[config.mk]
export PLATFORM = sky130hd
export DESIGN_NAME = handshake_greeting_parser
export DESIGN_NICKNAME = d
export VERILOG_FILES = /design/src/hw/rtl/ghp_pkg.sv /design/src/hw/rtl/ghp_front.sv /design/src/hw/rtl/ghp_fifo.sv /design/src/hw/rtl/ghp_back.sv /design/src/hw/rtl/handshake_greeting_parser.sv
export SDC_FILE = /design/constraint.sdc
export NUM_CORES = 1
export LEC_CHECK = 0
export BUFFER_PORTS_ARGS = -buffer_cell sky130_fd_sc_hd__buf_2
export CORE_MARGIN = 10
export CORE_UTILIZATION = 30
export DETAILED_ROUTE_END_ITERATION = 10
export GPL_ROUTABILITY_DRIVEN = 0
export SYNTH_ARGS = -nofsm -noshare
export SYNTH_HDL_FRONTEND = slang
export SYNTH_SLANG_ARGS = --single-unit
[constraint.sdc]
create_clock -name clk_i -period 9.2 [get_ports clk_i]
set_clock_uncertainty 0.2 [all_clocks]
set_input_delay 0 -clock clk_i [delete_from_list [all_inputs] [get_ports clk_i]]
set_output_delay 0 -clock clk_i [all_outputs]
set_load 0.01 [all_outputs]
[src/hw/rtl/ghp_pkg.sv]
package ghp_pkg;

  localparam int unsigned NAME_LEN   = 21;
  localparam int unsigned NAME_IDX_W = 5;
  localparam int unsigned CFG_ADDR_W = 3;
  localparam int unsigned CFG_DATA_W = 32;

  localparam logic [8*NAME_LEN-1:0] PLUGIN_NAME =
      168'h6d7973716c5f6e61746976655f70617373776f7264;

  localparam logic [1:0] STATUS_OK        = 2'd0;
  localparam logic [1:0] STATUS_BAD_VER   = 2'd1;
  localparam logic [1:0] STATUS_TRUNCATED = 2'd2;
  localparam logic [1:0] STATUS_BAD_PLUG  = 2'd3;

  localparam logic KIND_SCRAMBLE = 1'b0;
  localparam logic KIND_SUMMARY  = 1'b1;

  localparam int unsigned CAP_SECURE_BIT = 15;
  localparam int unsigned CAP_PLUGIN_BIT = 19;

  localparam logic [0:0] REG_EXPECTED_VERSION = 1'b0;

  typedef struct packed {
    logic [7:0] data_byte;
    logic       end_of_packet;
  } in_req_t;

  typedef struct packed {
    logic        kind;
    logic [7:0]  scramble_byte;
    logic [4:0]  scramble_index;
    logic [1:0]  status;
    logic [7:0]  version_seen;
    logic [31:0] session_id;
    logic [31:0] capabilities;
    logic        scramble_ok;
    logic [4:0]  scramble_count;
    logic        run_end;
  } out_res_t;

  typedef struct packed {
    logic        has_scr;
    logic [7:0]  scr_byte;
    logic [4:0]  scr_index;
    logic        has_sum;
    logic [1:0]  status;
    logic [7:0]  version;
    logic [31:0] conn_id;
    logic [31:0] caps;
    logic        scr_ok;
    logic [4:0]  scr_count;
  } entry_t;

  function automatic logic [7:0] plugin_char(input logic [NAME_IDX_W-1:0] idx);
    logic [7:0] c;
    c = '0;
    if (idx < NAME_IDX_W'(NAME_LEN)) begin
      c = PLUGIN_NAME[8*(NAME_LEN-1-int'(idx)) +: 8];
    end
    return c;
  endfunction

endpackage

[src/hw/rtl/ghp_front.sv]
module ghp_front #(
  parameter int unsigned SCRAMBLE_MAX = 20,
  parameter int unsigned PART_TWO_MIN = 13
) (
  input  logic             clk_i,
  input  logic             rst_ni,
  input  logic             valid_i,
  input  ghp_pkg::in_req_t req_i,
  input  logic [7:0]       expected_version_i,
  output logic             entry_valid_o,
  output ghp_pkg::entry_t  entry_o
);

  localparam int unsigned SEEN_W =
      ($clog2(SCRAMBLE_MAX + 1) > 5) ? $clog2(SCRAMBLE_MAX + 1) : 5;
  localparam int unsigned NW = ghp_pkg::NAME_IDX_W;

  localparam logic [3:0] PH_VER      = 4'd0;
  localparam logic [3:0] PH_VTEXT    = 4'd1;
  localparam logic [3:0] PH_CONN     = 4'd2;
  localparam logic [3:0] PH_PART1    = 4'd3;
  localparam logic [3:0] PH_FILL     = 4'd4;
  localparam logic [3:0] PH_CAPLO    = 4'd5;
  localparam logic [3:0] PH_CHST     = 4'd6;
  localparam logic [3:0] PH_CAPHI    = 4'd7;
  localparam logic [3:0] PH_ALEN     = 4'd8;
  localparam logic [3:0] PH_RSV      = 4'd9;
  localparam logic [3:0] PH_PART2    = 4'd10;
  localparam logic [3:0] PH_NAME     = 4'd11;
  localparam logic [3:0] PH_NAMEDONE = 4'd12;
  localparam logic [3:0] PH_NONAME   = 4'd13;
  localparam logic [3:0] PH_BADVER   = 4'd14;

  logic [3:0]        phase_q, phase_d;
  logic [7:0]        fc_q, fc_d;
  logic [7:0]        ver_q, ver_d;
  logic [31:0]       conn_q, conn_d;
  logic [31:0]       caps_q, caps_d;
  logic [7:0]        p2len_q, p2len_d;
  logic [SEEN_W-1:0] seen_q, seen_d;
  logic              sflag_q, sflag_d;
  logic [NW-1:0]     nidx_q, nidx_d;
  logic              nmatch_q, nmatch_d;

  logic [7:0] b;
  logic [7:0] fc_inc;
  logic [7:0] alen;
  logic [7:0] adiff;
  logic [7:0] pmin;
  logic       emit;
  logic [1:0] status;
  logic       chst_ok;
  logic [3:0] after_fixed;

  assign b           = req_i.data_byte;
  assign fc_inc      = fc_q + 8'd1;
  assign pmin        = 8'(PART_TWO_MIN);
  assign alen        = caps_q[ghp_pkg::CAP_PLUGIN_BIT] ? b : 8'd0;
  assign adiff       = (alen > 8'd8) ? (alen - 8'd8) : 8'd0;
  assign after_fixed = caps_q[ghp_pkg::CAP_PLUGIN_BIT] ? PH_NAME : PH_NONAME;
  assign emit        = ((phase_q == PH_PART1) || (phase_q == PH_PART2)) &&
                       (seen_q < SEEN_W'(SCRAMBLE_MAX));

  always_comb begin
    phase_d  = phase_q;
    fc_d     = fc_q;
    ver_d    = ver_q;
    conn_d   = conn_q;
    caps_d   = caps_q;
    p2len_d  = p2len_q;
    sflag_d  = sflag_q;
    nidx_d   = nidx_q;
    nmatch_d = nmatch_q;
    seen_d   = emit ? (seen_q + SEEN_W'(1)) : seen_q;
    case (phase_q)
      PH_VER: begin
        ver_d   = b;
        phase_d = (b != expected_version_i) ? PH_BADVER : PH_VTEXT;
      end
      PH_VTEXT: begin
        if (b == 8'd0) begin
          phase_d = PH_CONN;
          fc_d    = '0;
        end
      end
      PH_CONN: begin
        conn_d[{fc_q[1:0], 3'b000} +: 8] = conn_q[{fc_q[1:0], 3'b000} +: 8] | b;
        fc_d = fc_inc;
        if (fc_inc >= 8'd4) begin
          phase_d = PH_PART1;
          fc_d    = '0;
        end
      end
      PH_PART1: begin
        fc_d = fc_inc;
        if (fc_inc >= 8'd8) begin
          phase_d = PH_FILL;
          fc_d    = '0;
        end
      end
      PH_FILL: begin
        phase_d = PH_CAPLO;
        fc_d    = '0;
      end
      PH_CAPLO: begin
        caps_d[{fc_q[0], 3'b000} +: 8] = caps_q[{fc_q[0], 3'b000} +: 8] | b;
        fc_d = fc_inc;
        if (fc_inc >= 8'd2) begin
          phase_d = PH_CHST;
          fc_d    = '0;
        end
      end
      PH_CHST: begin
        fc_d = fc_inc;
        if (fc_inc >= 8'd3) begin
          phase_d = PH_CAPHI;
          fc_d    = '0;
        end
      end
      PH_CAPHI: begin
        caps_d[{1'b1, fc_q[0], 3'b000} +: 8] = caps_q[{1'b1, fc_q[0], 3'b000} +: 8] | b;
        fc_d = fc_inc;
        if (fc_inc >= 8'd2) begin
          phase_d = PH_ALEN;
          fc_d    = '0;
        end
      end
      PH_ALEN: begin
        p2len_d = (adiff > pmin) ? adiff : pmin;
        phase_d = PH_RSV;
        fc_d    = '0;
      end
      PH_RSV: begin
        fc_d = fc_inc;
        if (fc_inc >= 8'd10) begin
          fc_d    = '0;
          phase_d = caps_q[ghp_pkg::CAP_SECURE_BIT] ? PH_PART2 : after_fixed;
        end
      end
      PH_PART2: begin
        fc_d = fc_inc;
        if (fc_inc >= p2len_q) begin
          fc_d    = '0;
          sflag_d = 1'b1;
          phase_d = after_fixed;
        end
      end
      PH_NAME: begin
        if (b == 8'd0) begin
          phase_d = PH_NAMEDONE;
        end else if ((nidx_q < NW'(ghp_pkg::NAME_LEN)) &&
                     (b == ghp_pkg::plugin_char(nidx_q))) begin
          nidx_d = nidx_q + NW'(1);
        end else begin
          nmatch_d = 1'b0;
        end
      end
      default: begin
      end
    endcase
  end

  always_comb begin
    chst_ok = 1'b0;
    case (phase_d)
      PH_BADVER: status = ghp_pkg::STATUS_BAD_VER;
      PH_CHST: begin
        if (fc_d == 8'd0) begin
          chst_ok = 1'b1;
          status  = ghp_pkg::STATUS_OK;
        end else begin
          status  = ghp_pkg::STATUS_TRUNCATED;
        end
      end
      PH_NAME, PH_NAMEDONE: begin
        status = (nmatch_d && (nidx_d == NW'(ghp_pkg::NAME_LEN))) ?
                 ghp_pkg::STATUS_OK : ghp_pkg::STATUS_BAD_PLUG;
      end
      PH_NONAME: status = ghp_pkg::STATUS_BAD_PLUG;
      default:   status = ghp_pkg::STATUS_TRUNCATED;
    endcase
  end

  always_comb begin
    entry_o.has_scr   = emit;
    entry_o.scr_byte  = b;
    entry_o.scr_index = seen_q[4:0];
    entry_o.has_sum   = req_i.end_of_packet;
    entry_o.status    = status;
    entry_o.version   = ver_d;
    entry_o.conn_id   = conn_d;
    entry_o.caps      = caps_d;
    entry_o.scr_ok    = sflag_d | chst_ok;
    entry_o.scr_count = seen_d[4:0];
  end

  assign entry_valid_o = valid_i && (emit || req_i.end_of_packet);

  always_ff @(posedge clk_i or negedge rst_ni) begin
    if (!rst_ni) begin
      phase_q  <= PH_VER;
      fc_q     <= '0;
      ver_q    <= '0;
      conn_q   <= '0;
      caps_q   <= '0;
      p2len_q  <= '0;
      seen_q   <= '0;
      sflag_q  <= 1'b0;
      nidx_q   <= '0;
      nmatch_q <= 1'b1;
    end else if (valid_i) begin
      if (req_i.end_of_packet) begin
        phase_q  <= PH_VER;
        fc_q     <= '0;
        ver_q    <= '0;
        conn_q   <= '0;
        caps_q   <= '0;
        p2len_q  <= '0;
        seen_q   <= '0;
        sflag_q  <= 1'b0;
        nidx_q   <= '0;
        nmatch_q <= 1'b1;
      end else begin
        phase_q  <= phase_d;
        fc_q     <= fc_d;
        ver_q    <= ver_d;
        conn_q   <= conn_d;
        caps_q   <= caps_d;
        p2len_q  <= p2len_d;
        seen_q   <= seen_d;
        sflag_q  <= sflag_d;
        nidx_q   <= nidx_d;
        nmatch_q <= nmatch_d;
      end
    end
  end

endmodule

[src/hw/rtl/ghp_fifo.sv]
module ghp_fifo #(
  parameter int unsigned DEPTH = 4
) (
  input  logic            clk_i,
  input  logic            rst_ni,
  input  logic            wr_en_i,
  input  ghp_pkg::entry_t wr_data_i,
  output logic            full_o,
  input  logic            rd_en_i,
  output ghp_pkg::entry_t rd_data_o,
  output logic            empty_o
);

  localparam int unsigned AW = (DEPTH > 1) ? $clog2(DEPTH) : 1;
  localparam int unsigned CW = $clog2(DEPTH + 1);

  ghp_pkg::entry_t slots_q [DEPTH];

  logic [AW-1:0] wptr_q, rptr_q;
  logic [CW-1:0] count_q;
  logic          do_wr, do_rd;

  assign full_o    = (count_q == CW'(DEPTH));
  assign empty_o   = (count_q == '0);
  assign do_wr     = wr_en_i && !full_o;
  assign do_rd     = rd_en_i && !empty_o;
  assign rd_data_o = slots_q[rptr_q];

  always_ff @(posedge clk_i) begin
    if (do_wr) begin
      slots_q[wptr_q] <= wr_data_i;
    end
  end

  always_ff @(posedge clk_i or negedge rst_ni) begin
    if (!rst_ni) begin
      wptr_q  <= '0;
      rptr_q  <= '0;
      count_q <= '0;
    end else begin
      if (do_wr) begin
        wptr_q <= (wptr_q == AW'(DEPTH - 1)) ? '0 : wptr_q + AW'(1);
      end
      if (do_rd) begin
        rptr_q <= (rptr_q == AW'(DEPTH - 1)) ? '0 : rptr_q + AW'(1);
      end
      case ({do_wr, do_rd})
        2'b10:   count_q <= count_q + CW'(1);
        2'b01:   count_q <= count_q - CW'(1);
        default: count_q <= count_q;
      endcase
    end
  end

endmodule

[src/hw/rtl/ghp_back.sv]
module ghp_back (
  input  logic              clk_i,
  input  logic              rst_ni,
  input  ghp_pkg::entry_t   entry_i,
  input  logic              entry_empty_i,
  output logic              entry_pop_o,
  output logic              res_valid_o,
  output ghp_pkg::out_res_t res_o,
  input  logic              res_pop_i
);

  logic              valid_q, valid_d;
  logic              scr_done_q, scr_done_d;
  ghp_pkg::out_res_t res_q, res_d;
  logic              load;
  logic              take_scr;

  assign load     = !valid_q || res_pop_i;
  assign take_scr = entry_i.has_scr && !scr_done_q;

  always_comb begin
    valid_d     = valid_q;
    scr_done_d  = scr_done_q;
    res_d       = res_q;
    entry_pop_o = 1'b0;
    if (load) begin
      valid_d = !entry_empty_i;
      if (!entry_empty_i) begin
        res_d = '0;
        if (take_scr) begin
          res_d.kind           = ghp_pkg::KIND_SCRAMBLE;
          res_d.scramble_byte  = entry_i.scr_byte;
          res_d.scramble_index = entry_i.scr_index;
          res_d.run_end        = !entry_i.has_sum;
          scr_done_d           = entry_i.has_sum;
          entry_pop_o          = !entry_i.has_sum;
        end else begin
          res_d.kind           = ghp_pkg::KIND_SUMMARY;
          res_d.status         = entry_i.status;
          res_d.version_seen   = entry_i.version;
          res_d.session_id     = entry_i.conn_id;
          res_d.capabilities   = entry_i.caps;
          res_d.scramble_ok    = entry_i.scr_ok;
          res_d.scramble_count = entry_i.scr_count;
          res_d.run_end        = 1'b1;
          scr_done_d           = 1'b0;
          entry_pop_o          = 1'b1;
        end
      end
    end
  end

  always_ff @(posedge clk_i or negedge rst_ni) begin
    if (!rst_ni) begin
      valid_q    <= 1'b0;
      scr_done_q <= 1'b0;
    end else begin
      valid_q    <= valid_d;
      scr_done_q <= scr_done_d;
    end
  end

  always_ff @(posedge clk_i) begin
    res_q <= res_d;
  end

  assign res_valid_o = valid_q;
  assign res_o       = res_q;

endmodule

[src/hw/rtl/handshake_greeting_parser.sv]
// Parses the payload of a protocol v10 server greeting, one byte per request, and returns
// one scramble result per scramble byte (at most SCRAMBLE_MAX) plus a summary result on
// the byte marked end_of_packet. A byte is taken in every cycle in which push is high and
// full is low; the parser state updates in that same cycle, so the input side runs at one
// byte per clock while full is low. Results pass through a FIFO_DEPTH-entry queue and then
// a one-result output register, which drives the output. The output stage sends one result
// per cycle while pop is high; a byte with both a scramble byte and the end mark yields two
// results, scramble first. full rises only when the queue backs up behind a stalled consumer.
// No clearing pass follows reset. expected_version is written through the APB port at byte
// address 0 (paddr bit 2 low) by the user, only while idle; the block does not enforce this.
module handshake_greeting_parser #(
  parameter int unsigned SCRAMBLE_MAX = 20,
  parameter int unsigned PART_TWO_MIN = 13,
  parameter int unsigned FIFO_DEPTH   = 4
) (
  input  logic                               clk_i,
  input  logic                               rst_ni,
  input  logic                               push,
  output logic                               full,
  input  ghp_pkg::in_req_t                   req_i,
  output logic                               empty,
  input  logic                               pop,
  output ghp_pkg::out_res_t                  res_o,
  input  logic                               psel,
  input  logic                               penable,
  input  logic                               pwrite,
  input  logic [ghp_pkg::CFG_ADDR_W-1:0]     paddr,
  input  logic [ghp_pkg::CFG_DATA_W-1:0]     pwdata,
  output logic [ghp_pkg::CFG_DATA_W-1:0]     prdata,
  output logic                               pready
);

  logic            ver_wr;
  logic [7:0]      expected_version_q;
  logic            accept;
  logic            entry_valid;
  ghp_pkg::entry_t entry_wr;
  ghp_pkg::entry_t entry_rd;
  logic            entry_empty;
  logic            entry_pop;
  logic            res_valid;
  logic            reg_sel;

  assign pready  = 1'b1;
  assign reg_sel = (paddr[ghp_pkg::CFG_ADDR_W-1] == ghp_pkg::REG_EXPECTED_VERSION);
  assign prdata  = reg_sel ? {24'd0, expected_version_q} : '0;
  assign ver_wr  = psel && penable && pwrite && pready && reg_sel;

  always_ff @(posedge clk_i or negedge rst_ni) begin
    if (!rst_ni) begin
      expected_version_q <= 8'd10;
    end else if (ver_wr) begin
      expected_version_q <= pwdata[7:0];
    end
  end

  assign accept = push && !full;

  ghp_front #(
    .SCRAMBLE_MAX (SCRAMBLE_MAX),
    .PART_TWO_MIN (PART_TWO_MIN)
  ) u_front (
    .clk_i              (clk_i),
    .rst_ni             (rst_ni),
    .valid_i            (accept),
    .req_i              (req_i),
    .expected_version_i (expected_version_q),
    .entry_valid_o      (entry_valid),
    .entry_o            (entry_wr)
  );

  ghp_fifo #(
    .DEPTH (FIFO_DEPTH)
  ) u_fifo (
    .clk_i     (clk_i),
    .rst_ni    (rst_ni),
    .wr_en_i   (entry_valid),
    .wr_data_i (entry_wr),
    .full_o    (full),
    .rd_en_i   (entry_pop),
    .rd_data_o (entry_rd),
    .empty_o   (entry_empty)
  );

  ghp_back u_back (
    .clk_i         (clk_i),
    .rst_ni        (rst_ni),
    .entry_i       (entry_rd),
    .entry_empty_i (entry_empty),
    .entry_pop_o   (entry_pop),
    .res_valid_o   (res_valid),
    .res_o         (res_o),
    .res_pop_i     (pop)
  );

  assign empty = !res_valid;

endmodule

==> results of run 1 <==
sequential cells by signal, summed over array words and instances, names as in the netlist:
register            count
u_fifo.rptr_q           2
u_back.res_o           95
u_front.p2len_q         8
u_back.scr_done_q       1
expected_version_q      8
u_front.sflag_q         1
u_front.ver_q           8
u_fifo.slots_q        380
u_fifo.count_q          3
u_front.nmatch_q        1
u_front.conn_q         32
u_front.seen_q          5
u_front.nidx_q          5
u_back.res_valid_o      1
u_front.fc_q            8
u_front.phase_q         4
u_fifo.wptr_q           2
u_front.caps_q         32
Yosys cell counts, types with 6 or more instances:
master	count	area, um2
sky130_fd_sc_hd__a21oi_1	49	245.2
sky130_fd_sc_hd__nand2b_1	7	43.79
sky130_fd_sc_hd__clkbuf_1	60	225.2
sky130_fd_sc_hd__nor3_1	43	215.2
sky130_fd_sc_hd__a21o_1	22	165.2
sky130_fd_sc_hd__xor2_1	18	157.7
sky130_fd_sc_hd__buf_1	15	56.30
sky130_fd_sc_hd__o211ai_1	6	45.04
sky130_fd_sc_hd__o21ai_1	13	65.06
sky130_fd_sc_hd__nand2_1	112	420.4
sky130_fd_sc_hd__dfrtp_1	118	2953
sky130_fd_sc_hd__a22o_1	47	411.6
sky130_fd_sc_hd__buf_2	14	70.07
sky130_fd_sc_hd__xnor2_1	18	157.7
sky130_fd_sc_hd__and2_1	12	75.07
sky130_fd_sc_hd__mux2i_1	6	60.06
sky130_fd_sc_hd__o22ai_1	10	62.56
sky130_fd_sc_hd__nand3_1	15	75.07
sky130_fd_sc_hd__inv_1	50	187.7
sky130_fd_sc_hd__o21a_1	6	45.04
sky130_fd_sc_hd__a21boi_0	12	90.09
sky130_fd_sc_hd__nor2_1	69	259.0
sky130_fd_sc_hd__nor2b_1	95	594.3
sky130_fd_sc_hd__o21ai_0	55	275.3
sky130_fd_sc_hd__mux2_2	18	202.7
sky130_fd_sc_hd__buf_4	28	210.2
sky130_fd_sc_hd__and3_1	19	118.9
sky130_fd_sc_hd__ha_1	23	287.8
sky130_fd_sc_hd__nand4_1	8	50.05
sky130_fd_sc_hd__mux4_2	103	2320
sky130_fd_sc_hd__edfxtp_1	475	14260
worst paths after layout:
kind / slack, ns / cells after the start / startpoint / endpoint
setup / recovery: 3.80 / 14 / u_front.fc_q[0]$_DFFE_PN0P_ / u_fifo.slots_q[1][79]$_DFFE_PP_
hold / removal: 0.16 / 3 / paddr[2] / prdata[4]
setup reg to reg: 3.80 / 14 / u_front.fc_q[0]$_DFFE_PN0P_ / u_fifo.slots_q[1][79]$_DFFE_PP_
hold reg to reg: 0.28 / 2 / u_front.p2len_q[5]$_DFFE_PN0P_ / u_front.p2len_q[5]$_DFFE_PN0P_
max in group asynchronous: 7.58 / 4 / rst_ni / u_fifo.rptr_q[0]$_DFFE_PN0P_
min in group asynchronous: 0.27 / 3 / rst_ni / expected_version_q[1]$_DFFE_PN1P_
metrics by stage:
step	power, uW	instance area, um2
global route	9919	30050
floorplan	5705	25510
global placement	6534	27170
detailed placement	6602	27170
finish	9435	30050
CTS	9585	30050
cell usage in the layout, fill, tap and decap left out, drive strengths merged, types with 7 or more instances in the layout:
master       instances
a21boi              12
a21o                22
a21oi               50
a22o                47
and2                12
and3                19
buf                148
bufinv              15
clkbuf              79
clkinv              22
conb                25
dfrtp              118
dlygate4sd3         39
edfxtp             475
ha                  23
inv                 57
mux2                19
mux4               103
nand2              112
nand2b               7
nand3               15
nand4                8
nor2                70
nor2b               96
nor3                45
o21ai               69
o22ai               10
xnor2               18
xor2                18
worst register-to-register path: stages, from the launching register on:
cell,delay (ns)
sky130_fd_sc_hd__dfrtp_1,0.97
sky130_fd_sc_hd__ha_1,0.39
sky130_fd_sc_hd__and3_1,0.32
sky130_fd_sc_hd__nand3_1,0.17
sky130_fd_sc_hd__xnor2_1,0.21
sky130_fd_sc_hd__ha_1,0.27
sky130_fd_sc_hd__a21o_1,0.19
sky130_fd_sc_hd__a221o_1,0.35
sky130_fd_sc_hd__a41oi_1,0.27
sky130_fd_sc_hd__nor3_1,0.16
sky130_fd_sc_hd__or4_4,0.58
sky130_fd_sc_hd__o32ai_4,0.28
sky130_fd_sc_hd__nor2_1,0.10
sky130_fd_sc_hd__nor4b_2,0.17
sky130_fd_sc_hd__nor4_1,0.49
cell families (layout without fill, tap and decap cells):
| kind of cell | count (synthesis) | in the layout |
|---|---|---|
| XOR/XNOR | 36 | 36 |
| AND/OR/NAND/NOR | 416 | 416 |
| adder cells (fa/ha/maj) | 24 | 24 |
| buffers and inverters | 176 | 366 |
| flip-flops | 596 | 596 |
| other | 2 | 25 |
| AO/OA/AOI/OAI | 274 | 274 |
| multiplexers | 128 | 128 |
routing by layer:
layer | part of all wire | wire length, um | up-vias | GRT usage
li1 | - | - | 6578 | -
met1 | 0.41 | 25070 | 7606 | 0.1498
met2 | 0.50 | 30480 | 538 | 0.2117
met3 | 0.058 | 3541 | 115 | 0.02574
met4 | 0.033 | 1991 | 0 | 0.05148
met5 | 0 | 0 | - | 0
timing repair:
| item | CTS | global route |
|---|---|---|
| gates resized for setup | 0 | 0 |
| hold buffers | 40 | 0 |
| endpoints found under the setup margin | 0 | 0 |
| hold endpoints to repair | 250 | 0 |
layout make-up:
type	count	share of cell area
Clock buffer	79	0.06005
Clock inverter	46	0.02186
Inverter	54	0.006746
Multi-Input combinational cell	903	0.2481
Sequential cell	596	0.5759
Tap cell	1134	0.04722
Timing Repair Buffer	187	0.04010
power by group through the flow:
stage / sequential (uW) / clock (uW) / combinational (uW)
global route: 3990 / 3110 / 2820
finish: 3920 / 2930 / 2580
CTS: 3930 / 3000 / 2650
detailed placement: 3980 / 0 / 2620
floorplan: 3950 / 0 / 1750
global placement: 3970 / 0 / 2570
==> impl_metrics.xml, run 1 <==
<?xml version="1.0" encoding="UTF-8"?>
<metrics>
  <group name="pwr">
    <metric name="net_switching_fraction_of_the_power" unit="">0.3072</metric>
    <metric name="comb_power_share" unit="">0.273</metric>
    <metric name="seq_power_share" unit="">0.416</metric>
    <metric name="p_per_area" unit="mW/mm2">314.0</metric>
    <metric name="clock_power_share" unit="">0.311</metric>
    <metric name="p_switching" unit="uW">2899</metric>
    <metric name="leakage" unit="uW">0.01102</metric>
    <metric name="internal_power" unit="uW">6536</metric>
    <metric name="vdd.ir_drop.worst" unit="mV">0.1454</metric>
  </group>
  <group name="setup_path">
    <metric name="timing.critical_path.max_delay_family" unit="">simple AND/OR/NAND/NOR gates</metric>
    <metric name="crit_path_max_incr_delay" unit="ns">0.97</metric>
    <metric name="cp_max_fo" unit="">21</metric>
    <metric name="end_kind" unit="">register</metric>
    <metric name="path_cells" unit="">ha_1 -&gt; and3_1 -&gt; nand3_1 -&gt; xnor2_1 -&gt; ha_1 -&gt; a21o_1 -&gt; a221o_1 -&gt; a41oi_1 -&gt; nor3_1 -&gt; or4_4 -&gt; o32ai_4 -&gt; nor2_1 -&gt; nor4b_2 -&gt; nor4_1</metric>
    <metric name="cp.arrival" unit="ns">5.52</metric>
    <metric name="timing.critical_path.from_type" unit="">register</metric>
    <metric name="required_time_of_the_worst_setup_path" unit="ns">9.32</metric>
    <metric name="timing.critical_path.mode_cell" unit="">sky130_fd_sc_hd__ha_1</metric>
    <metric name="cp.buffers_inverters" unit="">0</metric>
    <metric name="critical_path.slowest_cell" unit="">sky130_fd_sc_hd__dfrtp_1</metric>
    <metric name="criticalPathCategory" unit="">register to register</metric>
  </group>
  <group name="logic_synthesis">
    <metric name="synth_edf_count" unit="">475</metric>
    <metric name="netlist_instances" unit="">1652</metric>
    <metric name="synth_compound_gate_area_share" unit="">0.07465</metric>
    <metric name="dominantRegCellSynth" unit="">sky130_fd_sc_hd__edfxtp_1</metric>
    <metric name="synthAdderAreaFrac" unit="">0.01211</metric>
    <metric name="synth_top_family_by_area" unit="">multiplexers</metric>
    <metric name="postSynth.asyncResetShare" unit="">0.2030</metric>
    <metric name="yosysWarningCount" unit="">0</metric>
    <metric name="synth_seq_area_share" unit="">0.6802</metric>
    <metric name="netlist_area" unit="mm2">0.02543</metric>
    <metric name="synth.area.mux_share" unit="">0.1022</metric>
    <metric name="synth-xor-area-share" unit="">0.01240</metric>
    <metric name="post_synth.cell_area_avg" unit="um2">15.39</metric>
    <metric name="synth-seq-cells" unit="">596</metric>
    <metric name="yosys.cell_types.count" unit="">88</metric>
    <metric name="synth-simple-area-share" unit="">0.08592</metric>
  </group>
  <group name="clock_tree">
    <metric name="tritoncts" unit="">yes</metric>
    <metric name="postCtsSetupBuffers" unit="">0</metric>
    <metric name="clk_root_buffer_cell" unit="">sky130_fd_sc_hd__clkbuf_16</metric>
    <metric name="cts_max_path_buffers" unit="">3</metric>
    <metric name="clk_pin_slew_worst_setup_hold_paths" unit="ns">0.06</metric>
    <metric name="number_of_clock_sinks_seen_by_cts" unit="">596</metric>
    <metric name="htree_levels" unit="">3</metric>
    <metric name="tritoncts.num_buffers" unit="">68</metric>
    <metric name="insertion_delay" unit="ns">0.61</metric>
  </group>
  <group name="min_path">
    <metric name="holdCritPathClass" unit="">input pin to output pin</metric>
  </group>
  <group name="sta">
    <metric name="setup_ws" unit="ns">3.802</metric>
    <metric name="drv_slew" unit="">0</metric>
    <metric name="timing.final.crit_period" unit="ns">5.398</metric>
    <metric name="finalHoldViolCount" unit="">0</metric>
    <metric name="fin_hold_ws" unit="ns">0.1593</metric>
    <metric name="worstMarginPinSlew" unit="ns">1.169</metric>
    <metric name="max_clock_freq" unit="MHz">185.3</metric>
    <metric name="maxSlewHeadroom" unit="">0.2210</metric>
    <metric name="grt_setup_unrepaired" unit="">no</metric>
    <metric name="setup-tns-final" unit="ns">0</metric>
    <metric name="timing.final.crit_share" unit="">0.5867</metric>
    <metric name="setup_viol" unit="">0</metric>
  </group>
  <group name="layout">
    <metric name="instances_no_fill" unit="">2999</metric>
    <metric name="final_nets" unit="">1885</metric>
    <metric name="layout-drive-gt1-share" unit="">0.2252</metric>
    <metric name="area_delta_synth_final" unit="%">18.16</metric>
    <metric name="antenna_cells_inserted" unit="">0</metric>
    <metric name="seq_area" unit="mm2">0.01730</metric>
    <metric name="fillers" unit="">7967</metric>
    <metric name="utilization" unit="">0.3584</metric>
    <metric name="multiInputGateArea" unit="mm2">0.007455</metric>
  </group>
  <group name="placed_design">
    <metric name="port-buffer-count" unit="">129</metric>
    <metric name="dp.cells" unit="">2834</metric>
    <metric name="dp_worst_setup_slack" unit="ns">3.840</metric>
    <metric name="dp_hpwl" unit="um">36440</metric>
  </group>
  <group name="floorplan">
    <metric name="die_height" unit="um">311.1</metric>
    <metric name="placeableCoreArea" unit="mm2">0.08382</metric>
    <metric name="fp-row-count" unit="">106</metric>
    <metric name="dieWidth" unit="um">311.1</metric>
    <metric name="num_io_pins" unit="">181</metric>
    <metric name="initial_utilization" unit="">0.3033</metric>
    <metric name="fp.dieArea" unit="mm2">0.09680</metric>
  </group>
  <group name="run_status">
    <metric name="status" unit="">finished clean</metric>
  </group>
  <group name="detailed_routing">
    <metric name="drc" unit="">0</metric>
    <metric name="route.detailed.wl_per_inst" unit="um">20.37</metric>
    <metric name="avgViaCountPerCell" unit="">4.947</metric>
    <metric name="residual_antenna_violating_net_count_after_detailed_routing" unit="">0</metric>
    <metric name="finalWirelength" unit="um">61080</metric>
    <metric name="drt-initial-drc-count" unit="">1285</metric>
    <metric name="vias" unit="">14840</metric>
    <metric name="iteration_count_of_the_initial_detailed_routing_pass" unit="">6</metric>
  </group>
  <group name="grt">
    <metric name="largest_net_degree_at_the_start_of_global_routing" unit="">83</metric>
    <metric name="grt_first_pass_wirelength" unit="um">93800</metric>
    <metric name="grt_util_all_layers" unit="">0.1236</metric>
    <metric name="grt_overflow_total" unit="">0</metric>
    <metric name="grt_pass1_vias" unit="">15610</metric>
    <metric name="initial_antenna_violation_count" unit="">1</metric>
  </group>
  <group name="job">
    <metric name="maxCapViolCount" unit="">0</metric>
  </group>
</metrics>
No activity file was read; power rests on OpenSTA's default activity.
==> run 2: changes to the inputs <==
clock period = 4.5 ns   (was 9.2 ns; I/O delays follow)
==> impl_metrics.xml, run 2 (synthesis gave the netlist of run 1 again) <==
<?xml version="1.0" encoding="UTF-8"?>
<metrics>
  <group name="sta">
    <metric name="max_clock_freq" unit="MHz">232.2</metric>
    <metric name="grt_setup_unrepaired" unit="">no</metric>
    <metric name="finalHoldViolCount" unit="">0</metric>
    <metric name="worstMarginPinSlew" unit="ns">1.181</metric>
    <metric name="timing.final.crit_share" unit="">0.9570</metric>
    <metric name="setup-tns-final" unit="ns">0</metric>
    <metric name="maxSlewHeadroom" unit="">0.2098</metric>
    <metric name="setup_viol" unit="">0</metric>
    <metric name="timing.final.crit_period" unit="ns">4.307</metric>
    <metric name="fin_hold_ws" unit="ns">0.1630</metric>
    <metric name="drv_slew" unit="">0</metric>
    <metric name="setup_ws" unit="ns">0.1935</metric>
  </group>
  <group name="setup_path">
    <metric name="end_kind" unit="">register</metric>
    <metric name="critical_path.slowest_cell" unit="">sky130_fd_sc_hd__or4_4</metric>
    <metric name="timing.critical_path.mode_cell" unit="">sky130_fd_sc_hd__ha_1</metric>
    <metric name="cp_max_fo" unit="">5</metric>
    <metric name="criticalPathCategory" unit="">register to register</metric>
    <metric name="crit_path_max_incr_delay" unit="ns">0.56</metric>
    <metric name="path_cells" unit="">ha_1 -&gt; and3_2 -&gt; nand3_2 -&gt; xnor2_1 -&gt; ha_1 -&gt; a21o_1 -&gt; a221o_1 -&gt; a41oi_2 -&gt; nor3_2 -&gt; or4_4 -&gt; o32ai_4 -&gt; nor2_1 -&gt; mux2_2 -&gt; a22oi_2 -&gt; nor2_2</metric>
    <metric name="r2r-end" unit="">u_fifo.slots_q[1][78]$_DFFE_PP_</metric>
    <metric name="required_time_of_the_worst_setup_path" unit="ns">4.65</metric>
    <metric name="timing.rr.start" unit="">u_front.fc_q[0]$_DFFE_PN0P_</metric>
    <metric name="cp.arrival" unit="ns">4.46</metric>
    <metric name="timing.reg2reg.setup_slack" unit="ns">0.19</metric>
    <metric name="timing.reg2reg.worst_path_depth" unit="">15</metric>
    <metric name="timing.critical_path.from_type" unit="">register</metric>
    <metric name="start_point_of_the_critical_path" unit="">u_front.fc_q[0]$_DFFE_PN0P_</metric>
  </group>
  <group name="grt">
    <metric name="grt_util_all_layers" unit="">0.1253</metric>
    <metric name="grt_pass1_vias" unit="">15510</metric>
    <metric name="grt_first_pass_wirelength" unit="um">94610</metric>
    <metric name="grt_overflow_total" unit="">0</metric>
    <metric name="initial_antenna_violation_count" unit="">1</metric>
    <metric name="largest_net_degree_at_the_start_of_global_routing" unit="">97</metric>
  </group>
  <group name="pwr">
    <metric name="p_per_area" unit="mW/mm2">632.4</metric>
    <metric name="leakage" unit="uW">0.01110</metric>
    <metric name="power" unit="uW">19120</metric>
    <metric name="vdd.ir_drop.worst" unit="mV">0.4070</metric>
  </group>
  <group name="detailed_routing">
    <metric name="vias" unit="">14780</metric>
    <metric name="route.detailed.wl_per_inst" unit="um">20.48</metric>
    <metric name="drc" unit="">0</metric>
    <metric name="residual_antenna_violating_net_count_after_detailed_routing" unit="">0</metric>
    <metric name="iteration_count_of_the_initial_detailed_routing_pass" unit="">6</metric>
    <metric name="avgViaCountPerCell" unit="">4.892</metric>
    <metric name="drt-initial-drc-count" unit="">1277</metric>
    <metric name="finalWirelength" unit="um">61900</metric>
  </group>
  <group name="min_path">
    <metric name="hp-start" unit="">paddr[2]</metric>
    <metric name="holdCritPathClass" unit="">input pin to output pin</metric>
    <metric name="hold-path-cell-count" unit="">3</metric>
    <metric name="holdPathEnd" unit="">prdata[4]</metric>
  </group>
  <group name="layout">
    <metric name="largest_reg_flops" unit="">380</metric>
    <metric name="most_flops_register" unit="">u_fifo.slots_q</metric>
    <metric name="final_nets" unit="">1909</metric>
    <metric name="post-route-cell-area" unit="mm2">0.03023</metric>
    <metric name="antenna_cells_inserted" unit="">0</metric>
    <metric name="area_delta_synth_final" unit="%">18.89</metric>
    <metric name="layout_commonest_cell" unit="">sky130_fd_sc_hd__edfxtp_1</metric>
    <metric name="final_cell_mix" unit="">sky130_fd_sc_hd__edfxtp_1 (475), sky130_fd_sc_hd__buf_2 (128), sky130_fd_sc_hd__dfrtp_1 (114)</metric>
    <metric name="layout-drive-gt1-share" unit="">0.2378</metric>
  </group>
  <group name="floorplan">
    <metric name="dieWidth" unit="um">311.1</metric>
    <metric name="die_height" unit="um">311.1</metric>
    <metric name="fp.dieArea" unit="mm2">0.09680</metric>
    <metric name="placeableCoreArea" unit="mm2">0.08382</metric>
    <metric name="num_io_pins" unit="">181</metric>
    <metric name="fp-row-count" unit="">106</metric>
    <metric name="initial_utilization" unit="">0.3033</metric>
  </group>
  <group name="clock_tree">
    <metric name="cts_max_path_buffers" unit="">3</metric>
    <metric name="tritoncts" unit="">yes</metric>
    <metric name="clk_root_buffer_cell" unit="">sky130_fd_sc_hd__clkbuf_16</metric>
    <metric name="number_of_clock_sinks_seen_by_cts" unit="">596</metric>
    <metric name="htree_levels" unit="">3</metric>
    <metric name="tritoncts.num_buffers" unit="">67</metric>
    <metric name="insertion_delay" unit="ns">0.62</metric>
    <metric name="clk_pin_slew_worst_setup_hold_paths" unit="ns">0.06</metric>
  </group>
  <group name="placed_design">
    <metric name="dp_hpwl" unit="um">37500</metric>
    <metric name="placement.cell_area" unit="mm2">0.02744</metric>
    <metric name="dp_worst_setup_slack" unit="ns">-0.01277</metric>
    <metric name="port-buffer-count" unit="">129</metric>
  </group>
  <group name="run_status">
    <metric name="status" unit="">finished clean</metric>
  </group>
  <group name="job">
    <metric name="maxCapViolCount" unit="">0</metric>
  </group>
</metrics>
-- run 2: cell count changes in the layout (fill, tap and decap cells not counted), moves of 3 or more --
cell,before,now
sky130_fd_sc_hd__clkinv_1,8,5
sky130_fd_sc_hd__buf_4,18,34
sky130_fd_sc_hd__buf_12,0,8
sky130_fd_sc_hd__bufinv_16,15,9
sky130_fd_sc_hd__clkbuf_1,6,14
-- run 2: per-layer routing --
| metal | part of all wire | up-vias | wire [um] | track usage |
|---|---|---|---|---|
| met5 | 0 | - | 0 | 0 |
| met4 | 0.036 | 0 | 2242 | 0.05366 |
| li1 | - | 6609 | - | - |
| met1 | 0.41 | 7565 | 25330 | 0.1535 |
| met3 | 0.050 | 111 | 3109 | 0.02176 |
| met2 | 0.50 | 498 | 31220 | 0.2154 |
-- run 2: area by class of cell --
class,count,area (um2)
Sequential cell,596,17310
Inverter,54,202.7
Fill cell,7988,53590
Timing Repair Buffer,212,1495
Tap cell,1134,1419
Clock inverter,35,456.7
Clock buffer,88,1848
Multi-Input combinational cell,903,7502
-- run 2: worst max-delay path: cells and delay by family (launching register included) --
kind	cells	cell delay, ns
AO/OA/AOI/OAI	5	1.30
XOR/XNOR	1	0.16
adder cells (fa/ha/maj)	2	0.48
flip-flops	1	0.39
multiplexers	1	0.30
AND/OR/NAND/NOR	6	1.19
-- run 2: per-stage QoR --
step | util | instances
final | 0.3606 | 3022
after global routing | 0.3606 | 3022
after CTS | 0.3601 | 3021
after detailed placement | 0.3274 | 2857
after global placement | 0.3274 | 2857
after floorplan | - | 1675
-- run 2: report_power, final --
part           internal [uW]  total [uW]  switching [uW]
clock network           3440        5670            2220
logic                   2330        5620            3290
registers               7400        7830             435
-- run 2: timing repair --
item,CTS,global route
endpoints found under the hold margin,315,0
resized for setup,1,10
hold buffers,41,0
setup buffers,0,1
pin swaps,0,1
endpoints found under the setup margin,4,12
-- run 2: worst max-delay path by stage --
stage,end,slack [ns],cells past startpoint
after floorplan,u_fifo.slots_q[0][79]$_DFFE_PP_,0.29,14
after global placement,u_fifo.slots_q[0][79]$_DFFE_PP_,0.15,14
after detailed placement,u_fifo.slots_q[3][79]$_DFFE_PP_,-0.01,14
after CTS,u_fifo.slots_q[1][78]$_DFFE_PP_,0.04,15
after global routing,u_fifo.slots_q[1][78]$_DFFE_PP_,0.01,15
final,u_fifo.slots_q[1][78]$_DFFE_PP_,0.19,15
